$ cat src/rtl/wsfd_pkg.sv
package wsfd_pkg;

  typedef enum logic [2:0] {
    PH_BYTE0   = 3'd0,
    PH_BYTE1   = 3'd1,
    PH_EXT16   = 3'd2,
    PH_EXT64   = 3'd3,
    PH_KEY_S   = 3'd4,
    PH_KEY_16  = 3'd5,
    PH_KEY_64  = 3'd6,
    PH_PAYLOAD = 3'd7
  } phase_t;

  localparam logic [6:0] LEN_EXT16 = 7'd126;

  // Header byte counts at which each header part is complete.
  localparam logic [3:0] HDR_EXT16_DONE = 4'd4;
  localparam logic [3:0] HDR_EXT64_DONE = 4'd10;
  localparam logic [3:0] HDR_KEY_S_DONE  = 4'd6;
  localparam logic [3:0] HDR_KEY_16_DONE = 4'd8;
  localparam logic [3:0] HDR_KEY_64_DONE = 4'd14;
  localparam logic [3:0] HDR_BASE        = 4'd2;

  localparam logic REC_HEADER  = 1'b0;
  localparam logic REC_PAYLOAD = 1'b1;

endpackage

$ cat src/rtl/websocket_frame_deframer_top.sv
// WebSocket (RFC 6455) frame deframer. Feed the stream one byte per input
// transaction, starting at a frame border. Header bytes produce no result;
// when the header is complete one header record (record_type 0) comes out,
// marked end_of_frame when the payload length is zero. Each payload byte then
// comes out unmasked (record_type 1) with the header fields repeated, the last
// one marked end_of_frame, after which the parser expects the next frame.
// Unmasked frames pass payload unchanged; a 64-bit length with bit 63 set is
// flagged in length_too_large and still parsed. Each byte is parsed by the
// state update between the input and the result register, and a byte is
// accepted in every cycle while the result register is empty or being taken,
// so the block sustains one byte per clock.
module websocket_frame_deframer_top (
  input  logic        clk,
  input  logic        rst_n,
  input  logic        in_valid,
  output logic        in_stall,
  input  logic [7:0]  in_stream_byte,
  output logic        out_valid,
  input  logic        out_stall,
  output logic        out_record_type,
  output logic        out_final_fragment,
  output logic [2:0]  out_reserved_bits,
  output logic [3:0]  out_frame_opcode,
  output logic        out_is_masked,
  output logic [63:0] out_payload_length,
  output logic [3:0]  out_header_bytes,
  output logic        out_length_too_large,
  output logic [7:0]  out_payload_byte,
  output logic        out_end_of_frame
);
  import wsfd_pkg::*;

  // Parser state
  phase_t       phase_r, phase_nxt;
  logic [3:0]   hbc_r, hbc_nxt;
  logic [7:0]   fhb_r, fhb_nxt;
  logic         mask_r, mask_nxt;
  logic [63:0]  len_r, len_nxt;
  logic [31:0]  key_r, key_nxt;
  logic [63:0]  off_r, off_nxt;

  // Result register
  logic         out_valid_r;
  logic         rec_type_r;
  logic [7:0]   fhb_out_r;
  logic         mask_out_r;
  logic [63:0]  len_out_r;
  logic [3:0]   hbc_out_r;
  logic [7:0]   pbyte_r;
  logic         eof_r;

  logic         fire_in;
  logic [3:0]   hbc_inc;
  logic [63:0]  off_inc;
  logic         last_payload;
  logic         hdr_done;
  logic         emit;
  logic         eof;
  logic [7:0]   key_byte;

  // Accept while the result register is empty or is being drained.
  assign in_stall = out_valid_r && out_stall;
  assign fire_in  = in_valid && !in_stall;

  assign hbc_inc      = hbc_r + 4'd1;
  assign off_inc      = off_r + 64'd1;
  assign last_payload = (off_inc == len_r);

  always_comb begin
    case (off_r[1:0])
      2'd0:    key_byte = key_r[31:24];
      2'd1:    key_byte = key_r[23:16];
      2'd2:    key_byte = key_r[15:8];
      default: key_byte = key_r[7:0];
    endcase
  end

  // Datapath: field updates and header completion
  always_comb begin
    fhb_nxt  = fhb_r;
    hbc_nxt  = hbc_r;
    mask_nxt = mask_r;
    len_nxt  = len_r;
    key_nxt  = key_r;
    off_nxt  = off_r;
    hdr_done = 1'b0;
    unique case (phase_r) inside
      PH_BYTE0: begin
        fhb_nxt  = in_stream_byte;
        hbc_nxt  = 4'd1;
        mask_nxt = 1'b0;
        len_nxt  = '0;
        key_nxt  = '0;
        off_nxt  = '0;
      end
      PH_BYTE1: begin
        hbc_nxt  = HDR_BASE;
        mask_nxt = in_stream_byte[7];
        if (in_stream_byte[6:0] < LEN_EXT16) begin
          len_nxt  = {57'd0, in_stream_byte[6:0]};
          hdr_done = !in_stream_byte[7];
        end
      end
      PH_EXT16, PH_EXT64: begin
        len_nxt = {len_r[55:0], in_stream_byte};
        hbc_nxt = hbc_inc;
        if (phase_r == PH_EXT16) begin
          hdr_done = (hbc_inc == HDR_EXT16_DONE) && !mask_r;
        end else begin
          hdr_done = (hbc_inc == HDR_EXT64_DONE) && !mask_r;
        end
      end
      PH_KEY_S, PH_KEY_16, PH_KEY_64: begin
        key_nxt = {key_r[23:0], in_stream_byte};
        hbc_nxt = hbc_inc;
        if (phase_r == PH_KEY_S) begin
          hdr_done = (hbc_inc == HDR_KEY_S_DONE);
        end else if (phase_r == PH_KEY_16) begin
          hdr_done = (hbc_inc == HDR_KEY_16_DONE);
        end else begin
          hdr_done = (hbc_inc == HDR_KEY_64_DONE);
        end
      end
      default: begin
        off_nxt = off_inc;
      end
    endcase
    // A completed header restarts the payload offset.
    if (hdr_done) begin
      off_nxt = '0;
    end
  end

  // Next phase
  always_comb begin
    phase_nxt = phase_r;
    unique case (phase_r) inside
      PH_BYTE0: phase_nxt = PH_BYTE1;
      PH_BYTE1: begin
        if (in_stream_byte[6:0] == LEN_EXT16) begin
          phase_nxt = PH_EXT16;
        end else if (in_stream_byte[6:0] > LEN_EXT16) begin
          phase_nxt = PH_EXT64;
        end else if (in_stream_byte[7]) begin
          phase_nxt = PH_KEY_S;
        end
      end
      PH_EXT16: begin
        if (hbc_inc == HDR_EXT16_DONE && mask_r) phase_nxt = PH_KEY_16;
      end
      PH_EXT64: begin
        if (hbc_inc == HDR_EXT64_DONE && mask_r) phase_nxt = PH_KEY_64;
      end
      PH_KEY_S, PH_KEY_16, PH_KEY_64: ;
      default: begin
        if (last_payload) phase_nxt = PH_BYTE0;
      end
    endcase
    // Header complete: drop to the frame border on empty payload.
    if (hdr_done) begin
      phase_nxt = (len_nxt == 64'd0) ? PH_BYTE0 : PH_PAYLOAD;
    end
  end

  // Result decode
  always_comb begin
    emit = hdr_done || (phase_r == PH_PAYLOAD);
    eof  = hdr_done ? (len_nxt == 64'd0) : last_payload;
  end

  always_ff @(posedge clk) begin
    if (!rst_n) begin
      phase_r     <= PH_BYTE0;
      hbc_r       <= '0;
      fhb_r       <= '0;
      mask_r      <= 1'b0;
      len_r       <= '0;
      key_r       <= '0;
      off_r       <= '0;
      out_valid_r <= 1'b0;
    end else begin
      if (fire_in) begin
        phase_r <= phase_nxt;
        hbc_r   <= hbc_nxt;
        fhb_r   <= fhb_nxt;
        mask_r  <= mask_nxt;
        len_r   <= len_nxt;
        key_r   <= key_nxt;
        off_r   <= off_nxt;
      end
      // Load a new result, or clear once the old one is taken.
      if (fire_in && emit) begin
        out_valid_r <= 1'b1;
      end else if (!out_stall) begin
        out_valid_r <= 1'b0;
      end
    end
  end

  // Result payload: no reset needed, guarded by out_valid_r.
  always_ff @(posedge clk) begin
    if (fire_in && emit) begin
      rec_type_r <= hdr_done ? REC_HEADER : REC_PAYLOAD;
      fhb_out_r  <= fhb_nxt;
      mask_out_r <= mask_nxt;
      len_out_r  <= len_nxt;
      hbc_out_r  <= hbc_nxt;
      pbyte_r    <= hdr_done ? 8'd0 : (in_stream_byte ^ key_byte);
      eof_r      <= eof;
    end
  end

  assign out_valid            = out_valid_r;
  assign out_record_type      = rec_type_r;
  assign out_final_fragment   = fhb_out_r[7];
  assign out_reserved_bits    = fhb_out_r[6:4];
  assign out_frame_opcode     = fhb_out_r[3:0];
  assign out_is_masked        = mask_out_r;
  assign out_payload_length   = len_out_r;
  assign out_header_bytes     = hbc_out_r;
  assign out_length_too_large = len_out_r[63];
  assign out_payload_byte     = pbyte_r;
  assign out_end_of_frame     = eof_r;

endmodule

$ cat config.mk
export PLATFORM = sky130hd
export DESIGN_NAME = websocket_frame_deframer_top
export DESIGN_NICKNAME = d
export VERILOG_FILES = /design/src/rtl/wsfd_pkg.sv /design/src/rtl/websocket_frame_deframer_top.sv
export SDC_FILE = /design/constraint.sdc
export NUM_CORES = 1
export LEC_CHECK = 0
export ABC_AREA = 0
export BUFFER_PORTS_ARGS = -buffer_cell sky130_fd_sc_hd__buf_2
export CORE_ASPECT_RATIO = 1.5
export CORE_MARGIN = 2
export CORE_UTILIZATION = 56
export DETAILED_ROUTE_END_ITERATION = 10
export HOLD_SLACK_MARGIN = 0.06
export PLACE_DENSITY = 0.78
export SETUP_SLACK_MARGIN = 0.02
export SLEW_MARGIN = 20
export SYNTH_ARGS = -nofsm -noshare
export SYNTH_HDL_FRONTEND = slang
export SYNTH_SLANG_ARGS = --single-unit
$ cat constraint.sdc
create_clock -name clk -period 6.72 [get_ports clk]
set_input_delay 1.344 -clock clk [delete_from_list [all_inputs] [get_ports clk]]
set_output_delay 1.344 -clock clk [all_outputs]
set_load 0.03 [all_outputs]
* After elaboration in Yosys (flattened, before gate mapping)
Index checks and enable logic that the tools add are counted.
** Operators by class
- Eq/ne operators :: 22
- Bitwise logic cells :: 1
- Reductions and logical operators :: 23
- Order comparisons :: 2
- Multiplexer cells :: 27
- Add/sub/neg operators :: 2
** Operators with widths (number)
- $pmux W64 S3 :: 1
- $mux W64 :: 2
- $pmux W64 S2 :: 1
- $add A64 B1 Y64 const B :: 1
- $eq A64 B64 Y1 :: 1
- $logic_not A64 Y1 :: 1
- $pmux W32 S2 :: 1
- $mux W3 :: 8
- $pmux W8 S3 :: 1
- $pmux W3 S5 :: 1
- $eq A3 B3 Y1 const B :: 4
- $eq A4 B4 Y1 const B :: 3
- $pmux W4 S3 :: 1
- $eq A4 B3 Y1 const B :: 2
- $mux W1 :: 8
- $mux W8 :: 1
- $xor A8 B8 Y8 :: 1
- $eq A7 B7 Y1 const B :: 1
- $gt A7 B7 Y1 const B :: 1
- $logic_and A1 B1 Y1 :: 7
- $lt A7 B7 Y1 const B :: 1
- $eq A3 B2 Y1 const B :: 2
- $ne A3 B2 Y1 const B :: 2
- $reduce_and A6 Y1 :: 1
- 20 further kinds :: 24
** Word-level totals
- Bits in registers :: 264
- Logic and storage cells :: 92
- Output and inout port bits :: 90
- Bits of input ports :: 12

* Longest topological paths before layout
Gate-level depths: netlist (run 1).
- Word-level depth :: 8
- Depth in mapped cells :: 12
- Depth with buffers taken out :: 11

* Worst setup path before layout (run 1)
OpenSTA, ideal clock, no wires.
- Kind :: input to register
- Start point :: input port in_stream_byte[3]
- End point :: register fhb_out_r[0] (enable)
- Data arrival time :: 6.476 ns
- Path slack :: -0.319 ns
- Required time :: 6.157 ns
- Library setup time :: 0.563 ns
- Cell stages on the path :: 8
- Cell sequence :: nand4_1 o21ai_0 nor2_1 a31o_2 or2_2 clkbuf_1 inv_1 a21oi_1
** Between the ends
- Cells in the longest elaborated chain, start to end :: 5
** RTL lines
- start, declared :: line websocket_frame_deframer_top.sv:17 : input logic [7:0] in_stream_byte,
- $lt A7 B7 Y1 :: line websocket_frame_deframer_top.sv:99 : if (in_stream_byte[6:0] < LEN_EXT16) begin
- $mux W1 :: line websocket_frame_deframer_top.sv:99
- $pmux W1 S3 :: line websocket_frame_deframer_top.sv:87 : unique case (phase_r) inside
- $logic_or A1 B1 Y1 :: line websocket_frame_deframer_top.sv:167 : emit = hdr_done || (phase_r == PH_PAYLOAD);
- $logic_and A1 B1 Y1 :: line websocket_frame_deframer_top.sv:202 : if (fire_in && emit) begin
- end signal, assigned :: line websocket_frame_deframer_top.sv:204 : fhb_out_r <= fhb_nxt;
- end, declared :: line websocket_frame_deframer_top.sv:45 : logic [7:0] fhb_out_r;
Every way passes these cells.
A chain may end at the register's enable or synchronous reset.

* Worst setup path after layout (run 1)
- Start point :: register phase_r[0]
- End point :: register off_r[20]
** Between the ends
- Cells in the longest elaborated chain, start to end :: 6
- Elaborated cells between the ends (all ways) :: 18
- Classes of those cells :: eq/ne: 7; mux: 6; reduce/logical: 5
** RTL lines
- start, declared :: line websocket_frame_deframer_top.sv:34 : phase_t phase_r, phase_nxt;
- start signal, assigned :: line websocket_frame_deframer_top.sv:183 : phase_r <= phase_nxt;
- $eq A3 B3 Y1 :: line websocket_frame_deframer_top.sv:118 : end else if (phase_r == PH_KEY_16) begin
- $mux W1 :: line websocket_frame_deframer_top.sv:118
- $mux W1 :: line websocket_frame_deframer_top.sv:116 : if (phase_r == PH_KEY_S) begin
- $pmux W1 S3 :: line websocket_frame_deframer_top.sv:87
- $ne A2 B1 Y1 (no source line)
- $reduce_and A2 Y1 (no source line)
- end signal, assigned :: line websocket_frame_deframer_top.sv:189 : off_r <= off_nxt;
- end, declared :: line websocket_frame_deframer_top.sv:40 : logic [63:0] off_r, off_nxt;
Several ways; a longest one is shown, not always the timed one.

==> flow_summary.yaml, run 1 <==
floorplan:
  die_h_um: 206
  start_util_pct: 57.1
  coreArea_um2: 26600
  fp.dieW_um: 138
  row_count: 73
  die-area_um2: 28500
  io_pins: 102
logic_synthesis:
  synth_area_um2: 15200
  netlist_top_cells_area: "dfxtp_1 23%, edfxtp_1 17%, nand2_1 6.2%"
  ys_types: 81
  synth_edf_count: 87
  yosysWarnings: 0
  synth_nets: 1793
  synth_flop_cell: "dfxtp_1"
  yosys.area.top_type_share_pct: 23.4
  synth_area_per_cell_um2: 8.56
  syn_inst: 1773
  yosysSeqAreaShare_pct: 40.6
  ys_ff_latch: 264
  async_flop_share_pct: 0
  yosysTopAreaCell: "dfxtp_1"
worst_setup_path:
  reg2reg_depth: 10
  crit_path_start: "phase_r[0]$_SDFFE_PN0P_"
  crit_chain: "nor2_1 > xor3_1 > a211oi_1 > a31o_2 > or3_2 > o21ai_1 > buf_4 > nor2_1 > nand4b_1 > a21boi_0"
  crit_buf_inv: 1
  end_kind: "flop"
  worstPathRequired_ns: 7.21
  worst_path_largest_cell_delay_ns: 0.95
  start_kind: "flop"
  cp.arrival_ns: 4.92
  reg2reg_from: "phase_r[0]$_SDFFE_PN0P_"
  cp_common_cell: "nor2_1"
  criticalPathCategory: "flop to flop"
  r2r_setup_slack_ns: 2.29
  crit_path_top_delay_cell: "nor2_1"
  critPathTopFamily: "simple AND/OR/NAND/NOR gates"
  crit_cells: 10
  reg2reg_to: "off_r[20]$_SDFFE_PN0P_"
  critical_path_peak_fanout: 38
  crit_end: "off_r[20]$_SDFFE_PN0P_"
timing:
  fin_crit_sh_pct: 65.9
  fin_worst_skew_ns: 0.0399
  rsz0062_at_grt: "false"
  tns_ns: 0
  fin_hold_ws_ns: 0.472
  slew_viol_final: 0
  finalSetupViolations: 0
  timing.fmax_mhz: 226
  slew_headroom_pct: 16.6
  hold_viol: 0
  fin_crit_ns: 4.43
  tightest_slew_ns: 1.25
place:
  dp.cells: 2080
  gp_congestion: 1.07
  place.port_buffers: 101
  dp_hpwl_um: 41100
finish:
  instances_no_fill: 2129
  utilization_pct: 62.7
  drive_gt1_share_pct: 11.1
  multi_input_area_um2: 8310
  area_growth_pct: 9.82
  final-seq-area_um2: 6160
  fin_nets: 1791
  nFillCells: 2294
global_route:
  grt_pass1_wl_um: 85400
  overflow: 0
  grt_pass1_vias: 13922
  antenna_found_initial: 1
  grtUsageTotal_pct: 39.6
  grt_max_degree: 114
flow_run:
  max_cap_viol_count: 0
clocking:
  numCtsBuffers: 26
  clockBufferDepth: 3
  postCtsSetupRepairBufs: 0
  root_buffer: "clkbuf_16"
  post_cts_resized: 0
  cts_tree: "built"
  cts-htree-levels: 1
  worstSkewPairLatency_ns: 0.57
  clock_sinks: 264
  cts.reportedPaths.clkPinSlew_ns: 0.07
  cts_hold_buf: 0
routing:
  post_drt_wl_per_cell_um: 27.1
  vias: 14711
  dr.pass1.iters: 8
  vias_per_cell: 6.91
  wl_um: 57700
  drt-initial-drc-count: 1655
  drc: 0
  postRouteAntennaNets: 0
power_and_ir_drop:
  powerDensity_nw_per_um2: 286
  ir_drop_mv: 0.379
  cellLeakagePower_nw: 5.84
run_status:
  status: "finished clean"
worst_hold_path:
  min_path_type: "flop to flop"
[metal layers]
metal	up-vias	global-route usage, %	share of wire (%)
li1	6565	-	-
met1	7055	42.4	34
met2	805	67.1	48
met3	284	7.21	7.2
met4	2	34.8	10
met5	-	0	0.021
[state kept, by name, indices dropped and copies added (netlist names)]
| register | flops |
|---|---|
| fhb_out_r | 8 |
| fhb_r | 8 |
| hbc_r | 4 |
| key_r | 32 |
| len_r | 64 |
| mask_r | 1 |
| off_r | 64 |
| out_end_of_frame | 1 |
| out_header_bytes | 4 |
| out_is_masked | 1 |
| out_payload_byte | 8 |
| out_payload_length | 64 |
| out_record_type | 1 |
| out_valid | 1 |
| phase_r | 3 |
[layout make-up]
type / count / area share [%]
inverters: 36 / 0.811
clock inverters: 14 / 1.41
well taps: 337 / 2.53
flip-flops and latches: 264 / 36.9
multi-input cells: 1321 / 49.9
diodes: 1 / 0.0150
clock buffers: 34 / 4.33
repair buffers: 122 / 4.07
[metrics by stage]
step / total power [mW] / cell area [um2] / worst slack [ns]
global route: 4.92 / 16700 / 2.11
detailed placement: 3.11 / 15700 / 2.11
global placement: 3.09 / 15700 / 2.17
finish: 4.76 / 16700 / 2.29
CTS: 4.74 / 16700 / 2.39
floorplan: 2.72 / 15200 / 1.48
[Yosys cell counts, types with 16 or more instances]
| cell | number |
|---|---|
| nand2_1 | 251 |
| dfxtp_1 | 177 |
| clkbuf_1 | 122 |
| o21ai_0 | 88 |
| edfxtp_1 | 87 |
| a21boi_0 | 82 |
| nor2_1 | 79 |
| nor4_1 | 66 |
| xnor2_1 | 63 |
| nand4_1 | 62 |
| nor2b_1 | 57 |
| nand3_1 | 54 |
| a22oi_1 | 51 |
| nor3_1 | 51 |
| a21oi_1 | 47 |
| a22o_1 | 44 |
| inv_1 | 35 |
| xor2_1 | 27 |
| and4_1 | 25 |
| o21a_1 | 24 |
| or3_1 | 24 |
| o211a_1 | 23 |
| or4_1 | 16 |
[worst reg2reg max path, stage by stage (launching register included)]
cell	delay, ns
dfxtp_1	0.76
nor2_1	0.22
xor3_1	0.39
a211oi_1	0.39
a31o_2	0.22
or3_2	0.65
o21ai_1	0.14
buf_4	0.25
nor2_1	0.96
nand4b_1	0.18
a21boi_0	0.21
[worst min-delay path by stage]
stage	slack, ns	to	from	cells past startpoint
6_report	0.47	fhb_r[7]$_SDFFE_PN0P_	fhb_r[7]$_SDFFE_PN0P_	2
5_1_grt	0.50	fhb_r[6]$_SDFFE_PN0P_	fhb_r[6]$_SDFFE_PN0P_	2
4_1_cts	0.48	fhb_r[6]$_SDFFE_PN0P_	fhb_r[6]$_SDFFE_PN0P_	2
3_5_place_dp	0.47	fhb_r[7]$_SDFFE_PN0P_	fhb_r[7]$_SDFFE_PN0P_	2
3_3_place_gp	0.45	fhb_r[6]$_SDFFE_PN0P_	fhb_r[6]$_SDFFE_PN0P_	2
2_1_floorplan	0.44	fhb_r[1]$_SDFFE_PN0P_	fhb_r[1]$_SDFFE_PN0P_	2
[logic make-up (layout without fill, tap and decap cells)]
kind of cell,Yosys count,count (layout),share of synthesized area (%)
multiplexers,12,12,0.866
AO/OA/AOI/OAI,457,457,21.6
other,0,1,0
flip-flops,264,264,40.6
XOR/XNOR,91,91,5.35
adder cells (fa/ha/maj),8,8,0.660
AND/OR/NAND/NOR,753,753,26.0
buffers and inverters,188,206,4.95
[placed cells by master (no fill, tap or decap), drive strengths merged, types with 23 or more instances in the layout]
master / netlist / final
o21ai: 89 / 89
or3: 24 / 24
dfxtp: 177 / 177
a22o: 44 / 44
a22oi: 51 / 51
and4: 25 / 25
buf: 30 / 122
xnor2: 63 / 63
clkbuf: 122 / 34
nor2: 80 / 80
edfxtp: 87 / 87
nor3: 52 / 52
nand2: 251 / 251
o21a: 24 / 24
inv: 35 / 36
nor2b: 57 / 57
nand3: 54 / 54
a21oi: 47 / 47
nand4: 63 / 63
xor2: 27 / 27
nor4: 66 / 66
a21boi: 92 / 92
o211a: 23 / 23
[power breakdown]
group	internal, mW	switching, mW	total (mW)
sequential	1.78	0.110	1.89
combinational	0.333	0.879	1.21
clock	0.991	0.666	1.66
total	3.10	1.66	4.76
Power figures use the tool's default switching activity.
==> inputs of run 2 (changes only) <==
--- a/config.mk
+++ b/config.mk
@@ -9,10 +9,10 @@
 export BUFFER_PORTS_ARGS = -buffer_cell sky130_fd_sc_hd__buf_2
 export CORE_ASPECT_RATIO = 1.5
 export CORE_MARGIN = 2
-export CORE_UTILIZATION = 56
+export CORE_UTILIZATION = 62
 export DETAILED_ROUTE_END_ITERATION = 10
 export HOLD_SLACK_MARGIN = 0.06
-export PLACE_DENSITY = 0.78
+export PLACE_DENSITY = 0.81
 export SETUP_SLACK_MARGIN = 0.02
 export SLEW_MARGIN = 20
 export SYNTH_ARGS = -nofsm -noshare
==> constraint.sdc (replaced) <==
create_clock -name clk -period 4.6 [get_ports clk]
set_input_delay 0.92 -clock clk [delete_from_list [all_inputs] [get_ports clk]]
set_output_delay 0.92 -clock clk [all_outputs]
set_load 0.03 [all_outputs]
==> run 2 against run 1 <==
Effect of this change: combinational power is 59% higher; global-route usage is 6.6 points higher; first-iteration DRC count is 23% higher; flip-flop and latch count stayed put; via count is 3.9% higher; fmax is 6.0% higher; die area is 9.4% lower; count of clock-buffer cells in the layout is 2 higher; total power is 41% higher; critical path type unchanged; highest routed layer is now met4.
==> flow_summary.yaml, run 2 (synthesis gave the netlist of run 1 again) <==
floorplan:
  coreArea_um2: 24300
  start_util_pct: 62.5
  die-area_um2: 25800
  io_pins: 102
  row_count: 70
  die_h_um: 196
  fp.dieW_um: 132
place:
  place_area_um2: 15900
  gp_congestion: 1.05
  dp_hpwl_um: 43200
  place.port_buffers: 101
timing:
  finalSetupViolations: 0
  fin_crit_sh_pct: 90.9
  tightest_slew_ns: 1.11
  hold_viol: 0
  slew_viol_final: 0
  tns_ns: 0
  fin_crit_ns: 4.18
  rsz0062_at_grt: "false"
  timing.fmax_mhz: 239
  fin_worst_skew_ns: 0.0239
  slew_headroom_pct: 25.1
worst_setup_path:
  crit_path_top_delay_cell: "nor4_1"
  cp.arrival_ns: 4.61
  critical_path_peak_fanout: 14
  criticalPathCategory: "flop to flop"
  crit_chain: "and4_1 > nand4_1 > buf_4 > nor4_1 > xnor2_1 > o2111a_1 > o21ai_0 > or4_1 > nor4_1 > a32o_1"
  crit_end: "out_end_of_frame$_DFFE_PP_"
  reg2reg_to: "out_end_of_frame$_DFFE_PP_"
  cp_common_cell: "nor4_1"
  worstPathRequired_ns: 5.03
  reg2reg_from: "off_r[4]$_SDFFE_PN0P_"
  worst_path_largest_cell_delay_ns: 0.79
  end_kind: "flop"
  crit_path_start: "off_r[4]$_SDFFE_PN0P_"
  r2r_setup_slack_ns: 0.42
  reg2reg_depth: 10
  start_kind: "flop"
global_route:
  grt_pass1_wl_um: 90200
  overflow: 0
  grt_pass1_vias: 14648
  antenna_found_initial: 0
  grtUsageTotal_pct: 46.1
  grt_max_degree: 99
finish:
  final_common_cell: "nand2_1"
  final-seq-area_um2: 6160
  layout_common_cells: "250 x nand2_1, 177 x dfxtp_1, 100 x buf_2, 88 x o21ai_0, 87 x edfxtp_1"
  final_area_um2: 16700
  drive_gt1_share_pct: 12.1
  nFillCells: 1824
  area_growth_pct: 10.2
  multi_input_area_um2: 8310
  antenna_cells: 0
  fin_nets: 1820
routing:
  wl_um: 60600
  routed.top_layer: "met4"
  postRouteAntennaNets: 0
  vias_per_cell: 7.14
  vias: 15291
  drt-initial-drc-count: 2041
  met3_length_um: 5400
  wl_met2_um: 28300
  post_drt_wl_per_cell_um: 28.3
  dr.pass1.iters: 9
  drc: 0
  wl_met1_um: 19800
power_and_ir_drop:
  cellLeakagePower_nw: 5.91
  ir_drop_mv: 0.621
  powerDensity_nw_per_um2: 402
clocking:
  cts-htree-levels: 1
  clock_sinks: 264
  postCtsSetupRepairBufs: 0
  clockBufferDepth: 3
  numCtsBuffers: 25
  cts_hold_buf: 0
  post_cts_resized: 0
  worstSkewPairLatency_ns: 0.58
  cts_tree: "built"
  cts.reportedPaths.clkPinSlew_ns: 0.07
  root_buffer: "clkbuf_16"
flow_run:
  max_cap_viol_count: 0
run_status:
  status: "finished clean"
worst_hold_path:
  min_path_type: "flop to flop"
==> run 2: cell types whose count changed in the layout (fill, tap and decap cells not counted), sizes merged <==
cell	previous run	this run
bufinv	6	1
clkinvlp	2	1
clkbuf	34	36
buf	122	152
diode	1	0
inv	36	38
==> run 2: worst min path at each step <==
stage,from,to,slack [ns],depth (start not counted)
floorplan,fhb_r[1]$_SDFFE_PN0P_,fhb_r[1]$_SDFFE_PN0P_,0.44,2
global placement,fhb_r[4]$_SDFFE_PN0P_,fhb_r[4]$_SDFFE_PN0P_,0.45,2
detailed placement,fhb_r[7]$_SDFFE_PN0P_,fhb_r[7]$_SDFFE_PN0P_,0.46,2
CTS,fhb_r[2]$_SDFFE_PN0P_,fhb_r[2]$_SDFFE_PN0P_,0.48,2
global route,fhb_r[6]$_SDFFE_PN0P_,fhb_r[6]$_SDFFE_PN0P_,0.51,2
finish,fhb_r[2]$_SDFFE_PN0P_,fhb_r[2]$_SDFFE_PN0P_,0.48,2
==> run 2: stage by stage <==
step | setup slack [ns] | power (mW) | std cells | hold slack, ns | utilization, %
6_report | 0.420 | 6.72 | 2143 | 0.482 | 68.9
5_1_grt | 0.213 | 6.90 | 2143 | 0.511 | 68.9
4_1_cts | 0.605 | 6.63 | 2143 | 0.484 | 68.9
3_5_place_dp | 0.614 | 4.60 | 2097 | 0.459 | 65.6
3_3_place_gp | 0.712 | 4.55 | 2097 | 0.451 | 65.6
2_1_floorplan | 0.752 | 3.97 | 1773 | 0.441 | -
==> run 2: layout make-up <==
| type | instances | share of cell area (%) |
|---|---|---|
| inverters | 36 | 0.809 |
| clock inverters | 10 | 0.636 |
| multi-input cells | 1321 | 49.7 |
| well taps | 324 | 2.43 |
| flip-flops and latches | 264 | 36.8 |
| clock buffers | 36 | 4.11 |
| repair buffers | 152 | 5.48 |
==> run 2: report_power, final <==
group	total, mW	leakage, nW	switching (mW)	internal, mW
logic	1.92	3.29	1.41	0.511
registers	2.74	2.24	0.140	2.60
clock network	2.06	0.384	0.946	1.11
total	6.72	5.91	2.50	4.22
==> run 2: metal layers <==
layer	up-vias	track usage, %
met5	-	0
met4	0	42.5
met3	395	7.37
met2	1130	76.5
met1	7174	50.5
li1	6592	-
==> run 2: critical path: cells and delay by family (launching register included) <==
family / cells / cell delay, ns
xor gates and xnor gates: 1 / 0.45
and+or+nand+nor: 5 / 2.22
AOI/OAI and AO/OA: 3 / 0.58
DFF: 1 / 0.58
buffers and inverters: 1 / 0.19
